File: src/rtl/core/qpn_pkg.sv
`timescale 1ns / 1ps
// ----------------------------------------------------------------------------
// qpn_pkg
// Shared widths, constants and the lane type of the normalized quaternion
// product pipeline.
// ----------------------------------------------------------------------------
package qpn_pkg;

  localparam int FRAC_BITS = 14;
  localparam int DW        = 16;
  localparam int IN_W      = 8 * DW;
  localparam int OUT_W     = 4 * DW;
  localparam int PW        = 2 * DW;
  localparam int CW        = PW + 2;
  localparam int MW        = 32;
  localparam int SW        = 64;
  localparam int RW        = SW / 2;
  localparam int REMW      = RW + 3;
  localparam int QW        = FRAC_BITS + 2;
  localparam int NW        = RW + FRAC_BITS + 2;
  localparam int SQ_STEPS  = 4;
  localparam int SQ_STAGES = RW / SQ_STEPS;
  localparam int DV_STEPS  = 4;
  localparam int DV_STAGES = (QW + DV_STEPS - 1) / DV_STEPS;

  localparam int UNIT_MAG  = ((1 << FRAC_BITS) > 32767) ? 32767 : (1 << FRAC_BITS);

  typedef struct packed {
    logic               zero;
    logic [3:0]         neg;
    logic [3:0][MW-1:0] mag;
  } lane_t;

endpackage

File: src/rtl/core/qpn_sqrt.sv
`timescale 1ns / 1ps
// ----------------------------------------------------------------------------
// qpn_sqrt
// Pipelined digit-by-digit integer square root of the normalized norm,
// four result bits per stage.
// ----------------------------------------------------------------------------
module qpn_sqrt (
  input  logic                    clk,
  input  logic                    rst,
  input  logic                    in_valid,
  output logic                    in_ready,
  input  logic [qpn_pkg::SW-1:0]  in_s,
  input  qpn_pkg::lane_t          in_lane,
  output logic                    out_valid,
  input  logic                    out_ready,
  output logic [qpn_pkg::RW-1:0]  out_root,
  output qpn_pkg::lane_t          out_lane
);

  localparam int NST = qpn_pkg::SQ_STAGES;

  logic [NST-1:0] v;
  logic [NST-1:0] ld;

  logic [qpn_pkg::REMW-1:0] rem  [0:NST-1];
  logic [qpn_pkg::RW-1:0]   root [0:NST-1];
  logic [qpn_pkg::SW-1:0]   sv   [0:NST-1];
  qpn_pkg::lane_t           lane [0:NST-1];

  always_comb begin
    ld[NST-1] = !v[NST-1] || out_ready;
    for (int i = NST-2; i >= 0; i--) begin
      ld[i] = !v[i] || ld[i+1];
    end
  end
  assign in_ready = ld[0];

  always_ff @(posedge clk) begin
    if (rst) begin
      v <= '0;
    end else begin
      if (ld[0]) v[0] <= in_valid;
      for (int i = 1; i < NST; i++) begin
        if (ld[i]) v[i] <= v[i-1];
      end
    end
  end

  for (genvar g = 0; g < NST; g++) begin : g_st
    logic [qpn_pkg::REMW-1:0] rin;
    logic [qpn_pkg::RW-1:0]   qin;
    logic [qpn_pkg::SW-1:0]   sin;
    qpn_pkg::lane_t           lin;
    logic [qpn_pkg::REMW-1:0] r;
    logic [qpn_pkg::REMW-1:0] r2;
    logic [qpn_pkg::REMW-1:0] tr;
    logic [qpn_pkg::RW-1:0]   q;
    logic [qpn_pkg::SW-1:0]   s;

    if (g == 0) begin : g_first
      assign rin = '0;
      assign qin = '0;
      assign sin = in_s;
      assign lin = in_lane;
    end else begin : g_next
      assign rin = rem[g-1];
      assign qin = root[g-1];
      assign sin = sv[g-1];
      assign lin = lane[g-1];
    end

    always_comb begin
      r = rin;
      q = qin;
      s = sin;
      r2 = '0;
      tr = '0;
      for (int t = 0; t < qpn_pkg::SQ_STEPS; t++) begin
        r2 = {r[qpn_pkg::REMW-3:0], s[qpn_pkg::SW-1 -: 2]};
        tr = qpn_pkg::REMW'({q, 2'b01});
        if (r2 >= tr) begin
          r = r2 - tr;
          q = {q[qpn_pkg::RW-2:0], 1'b1};
        end else begin
          r = r2;
          q = {q[qpn_pkg::RW-2:0], 1'b0};
        end
        s = s << 2;
      end
    end

    always_ff @(posedge clk) begin
      if (ld[g]) begin
        rem[g]  <= r;
        root[g] <= q;
        sv[g]   <= s;
        lane[g] <= lin;
      end
    end
  end

  assign out_valid = v[NST-1];
  assign out_root  = root[NST-1];
  assign out_lane  = lane[NST-1];

endmodule

File: config.mk
export PLATFORM = sky130hd
export DESIGN_NAME = qpn_sqrt
export DESIGN_NICKNAME = d
export VERILOG_FILES = /design/src/rtl/core/qpn_pkg.sv /design/src/rtl/core/qpn_sqrt.sv
export SDC_FILE = /design/constraint.sdc
export NUM_CORES = 2
export LEC_CHECK = 0
export BUFFER_PORTS_ARGS = -buffer_cell sky130_fd_sc_hd__buf_2
export CAP_MARGIN = 20
export CORE_MARGIN = 2
export CORE_UTILIZATION = 60
export CTS_CLUSTER_DIAMETER = 60
export DETAILED_ROUTE_END_ITERATION = 10
export PLACE_DENSITY = 0.78
export SYNTH_ARGS = -nofsm -noshare
export SYNTH_HDL_FRONTEND = slang
export SYNTH_SLANG_ARGS = --single-unit
File: constraint.sdc
create_clock -name clk -period 34.9 [get_ports clk]
set_clock_uncertainty 0.1 [all_clocks]
set_input_delay 3.49 -clock clk [delete_from_list [all_inputs] [get_ports clk]]
set_output_delay 3.49 -clock clk [all_outputs]
set_load 0.03 [all_outputs]
# After elaboration in Yosys (flattened, before gate mapping)
# Memories as Yosys holds them, arrays and structs flattened.
# Index checks and enable logic that the tools add are counted.
# W data, S select, Z words.
[op_classes]
add_sub_neg = 32
order_cmp = 32
mux = 80
n_reduce_logical = 16
[ops]
columns = ["op", "count"]
rows = [
  ["$ge A35 B34 Y1", 28],
  ["$mux W33", 24],
  ["$sub A33 B33 Y33", 21],
  ["$mux W35", 8],
  ["$sub A35 B34 Y35", 7],
  ["$mux W1", 48],
  ["$ge A35 B3 Y1", 1],
  ["$ge A35 B4 Y1", 1],
  ["$ge A35 B5 Y1", 1],
  ["$sub A35 B5 Y35", 1],
  ["$sub A33 B3 Y33", 1],
  ["$sub A33 B4 Y33", 1],
  ["$logic_not A1 Y1", 8],
  ["$logic_or A1 B1 Y1", 8],
  ["$sub A2 B1 Y3 const B", 1],
  ["$ge A2 B1 Y1 const B", 1],
]
[word_totals]
mem_bits_rw = 2048
mem_count = 4
register_bits = 8
out_inout_bits = 167
input_bits = 201
word_cells = 172
[mem_list]
columns = ["name", "depth", "width", "read_ports", "rd_clocked_by_memory_dff", "wr", "line", "source"]
rows = [
  ["lane", 8, 133, 8, 0, 8, "qpn_sqrt.sv:28", "qpn_pkg::lane_t lane [0:NST-1];"],
  ["sv", 8, 56, 7, 0, 8, "qpn_sqrt.sv:27", "logic [qpn_pkg::SW-1:0] sv [0:NST-1];"],
  ["rem", 8, 35, 7, 0, 8, "qpn_sqrt.sv:25", "logic [qpn_pkg::REMW-1:0] rem [0:NST-1];"],
  ["root", 8, 32, 8, 0, 8, "qpn_sqrt.sv:26", "logic [qpn_pkg::RW-1:0] root [0:NST-1];"],
]

# Longest topological paths before layout
[logic_depth]
ltp_word = 11
depth_mapped = 63
depth_no_buf = 55

# Worst setup path after synthesis
# OpenSTA, ideal clock, no wires.
[synth_path]
path_type = "input to output"
startpoint = "input out_ready"
endpoint = "output in_ready"
path_buffers = 1
path_slack_ns = 16.645
cell_stages = 6
t_arrival_ns = 14.665
t_required_ns = 31.310
path_cell_list = "nor2b_1 -> and2_1 -> and3_1 -> clkbuf_1 -> nand4_1 -> or2_2"
[synth_between]
elab_chain_cells = 8
[synth_rtl]
columns = ["item", "line", "source"]
rows = [
  ["from (decl)", "qpn_sqrt.sv:15", "input logic out_ready,"],
  ["$logic_or A1 B1 Y1", "qpn_sqrt.sv:31", "ld[NST-1] = !v[NST-1] || out_ready;"],
  ["$logic_or A1 B1 Y1 (6 in a row)", "qpn_sqrt.sv:33", "ld[i] = !v[i] || ld[i+1];"],
  ["via ld[1]", "qpn_sqrt.sv:23", "logic [NST-1:0] ld;"],
  ["$logic_or A1 B1 Y1", "qpn_sqrt.sv:33", ""],
  ["to (decl)", "qpn_sqrt.sv:11", "output logic in_ready,"],
]
# The timed path passes the listed nets, and every way through them passes these cells.

==> results.toml <==
[sta]
timing.final.crit_share = 0.471
hold_viol_final = 0
finalSetupViolCount = 0
fin_crit_ns = 16.42
fmax_mhz = 60.9
setup_tns_ns = 0
relSlewSlack = 0.247
tightest_slew_ns = 1.10
timing.hold.ws_ns = 0.284
rsz0062_at_grt = "false"
slew_violations = 0

[pwr]
clkPwrFrac = 0.253
switching_share = 0.393
p_per_area_nw_per_um2 = 69.7
sequentialPowerShare = 0.352
share_comb_of_total_power = 0.395
power_uw = 7510
peakVddDrop_mv = 0.0714
internal_power_uw = 4560
p_leak_uw = 0.0437
p_sw_uw = 2950

[routing]
viasPerCell = 6.60
totalWireLength_um = 312000
drt_first_pass_iters = 8
wl_per_cell_um = 26.6
drtAntennaViolNets = 0
num_vias = 77400
drc = 0
drtIter0Drc = 9680

[yosys]
synth_top_family_by_area = "compound AO/OA/AOI/OAI gates"
synthSimpleGateAreaFrac = 0.149
synth_flop_cell = "edfxtp_1"
syn_inst = 9055
seq_area_frac_synth = 0.512
synth-edff-count = 1663
syn_area_per_cell_um2 = 10.8
synth-compound-area-share = 0.162
ys_seq_elements = 1671
async_flop_share = 0
synth_area_um2 = 97800
synth.distinct_cells = 125
synthMuxAreaShare = 0.0132
synth_xor_area_frac = 0.0642
synth_adder_area_share = 0.0717
yosysWarningCount = 0

[placement]
dp.final_hpwl_um = 226000
gp_congestion = 1.02
dp_cells = 11400
io_buffers = 367

[run]
drv_cap = 0

[setup_path]
ff2ff_setup_slack_ns = 18.48
cpMostUsedCell = "a21o_1"
cp_max_fo = 36
r2r_start = "root[0][39]$_DFFE_PP_"
worstPathArrival_ns = 16.86
cp_data_required_time_ns = 35.34
r2r_cells = 52
path_class = "flop to flop"
crit_path_end_kind = "flop"
reg2reg_to = "rem[2][5]$_DFFE_PP_"
crit_path_max_incr_delay_ns = 0.80
slowest_stage = "nor3b_2"
start_kind = "flop"
path_buf_inv = 7
crit_family = "simple AND/OR/NAND/NOR gates"

[finish]
finalNonFillerCells = 11700
num-nets-final = 10100
layout_commonest_cell = "edfxtp_1"
drive_gt1_frac = 0.0980
syn_to_final_growth_pct = 10.1
final_cell_mix = "1663 x edfxtp_1, 777 x a21oi_1, 754 x nor2_1"
fillers = 12100

[worst_hold_path]
hold_path_depth = 0
worstHoldPathType = "flop to flop"
hold_start = "lane[0][113]$_DFFE_PP_"
min_to = "lane[0][246]$_DFFE_PP_"

[clocking]
h-tree-depth = 4
cts_tree = "yes"
clk_pin_slew_ns = 0.07
cts-resized-gates = 0
worstSkewPairLatency_ns = 0.88
cts_root_buf = "clkbuf_16"
hold_buffers = 0
clock-sinks = 1671
cts_made_buffers = 175
cts_buffer_depth = 3
cts_setup_buffers = 0

[global_route]
grt_max_degree = 124
antenna_found_initial = 36
grt-busiest-layer = "met2"
grt_use_met1 = 0.487
grtUsageTotal = 0.363
use_met2 = 0.580
grt_pass1_vias = 73600
groute.layer.met3.usage = 0.0649
grt_first_pass_wirelength_um = 460000
gr-total-overflow = 0

[floorplanning]
core-area_um2 = 162000
rows = 148
die_area_um2 = 166000
die_w_um = 408
fp.dieH_um = 408
start_util = 0.603
io_pins = 368

[status]
status = "finished, final reports clean"
-- worst max-delay path by stage --
stage                                startpoint                   end  slack (ns)  depth (start not counted)
final                     root[0][39]$_DFFE_PP_   rem[2][5]$_DFFE_PP_       18.48                         52
after floorplan                       out_ready              in_ready       16.65                          6
after CTS                  rem[2][19]$_DFFE_PP_  rem[3][11]$_DFFE_PP_       18.92                         48
after global placement     rem[2][19]$_DFFE_PP_  rem[3][10]$_DFFE_PP_       19.18                         48
after global routing      root[0][73]$_DFFE_PP_  rem[3][11]$_DFFE_PP_       17.34                         50
after detailed placement   rem[2][19]$_DFFE_PP_  rem[3][11]$_DFFE_PP_       19.00                         48
-- stage by stage --
step           utilization  cell area, um^2  setup slack, ns
2_1_floorplan            -            97800            16.65
5_1_grt              0.664           108000            17.34
6_report             0.664           108000            18.48
4_1_cts              0.663           108000            18.92
3_3_place_gp         0.627           102000            19.18
3_5_place_dp         0.627           102000            19.00
-- power by group through the flow --
stage / clock network, uW / logic, uW / registers, uW
floorplan: 0 / 2100 / 2590
global placement: 0 / 2770 / 2660
detailed placement: 0 / 2820 / 2660
CTS: 1920 / 2870 / 2630
global route: 1990 / 3190 / 2650
finish: 1900 / 2970 / 2640
-- flip-flops by register name, indices dropped and copies added (netlist names) --
name / flops
rem: 231
lane: 1064
sv: 224
v: 8
root: 144
-- final cells by class --
cell class / count / area (um^2) / area share
Clock buffer: 201 / 4500 / 0.0418
Clock inverter: 121 / 1360 / 0.0126
Inverter: 395 / 1510 / 0.0140
Tap cell: 2175 / 2720 / 0.0253
Multi-Input combinational cell: 6708 / 45100 / 0.419
Antenna cell: 24 / 60.1 / 0.000558
Timing Repair Buffer: 432 / 2350 / 0.0218
Sequential cell: 1671 / 50100 / 0.465
-- Yosys cell counts, drive strengths merged, types with 57 or more instances --
cell	count	share of area
a21oi	778	0.040
o31ai	83	0.0064
nand4	172	0.011
and3	91	0.0058
and2	83	0.0053
nand2b	88	0.0056
o211ai	78	0.0060
clkbuf	228	0.0088
edfxtp	1663	0.51
or4	66	0.0051
o21ai	451	0.023
mux2	85	0.0099
xor2	268	0.024
a211oi	71	0.0056
or3	89	0.0058
nor2b	101	0.0065
xnor2	448	0.040
a31oi	88	0.0057
nand3	192	0.010
nor2	757	0.029
o21bai	96	0.0074
ha	560	0.072
nand2	655	0.025
a21o	293	0.022
or2	57	0.0036
inv	387	0.015
nor4	99	0.0066
o21a	71	0.0055
nor3	238	0.012
-- per-layer routing --
layer	up-vias	routed length (um)
met5	-	64
met4	10	15400
met3	840	27500
met2	4220	144000
met1	37400	125000
li1	35000	-
-- kinds of logic after synthesis --
group	count (synthesis)
XOR/XNOR	716
other	1
AND/OR/NAND/NOR	2874
adder cells (fa/ha/maj)	560
flip-flops	1671
buffers and inverters	679
AO/OA/AOI/OAI	2437
multiplexers	117
(Power assumes the default switching activity.)
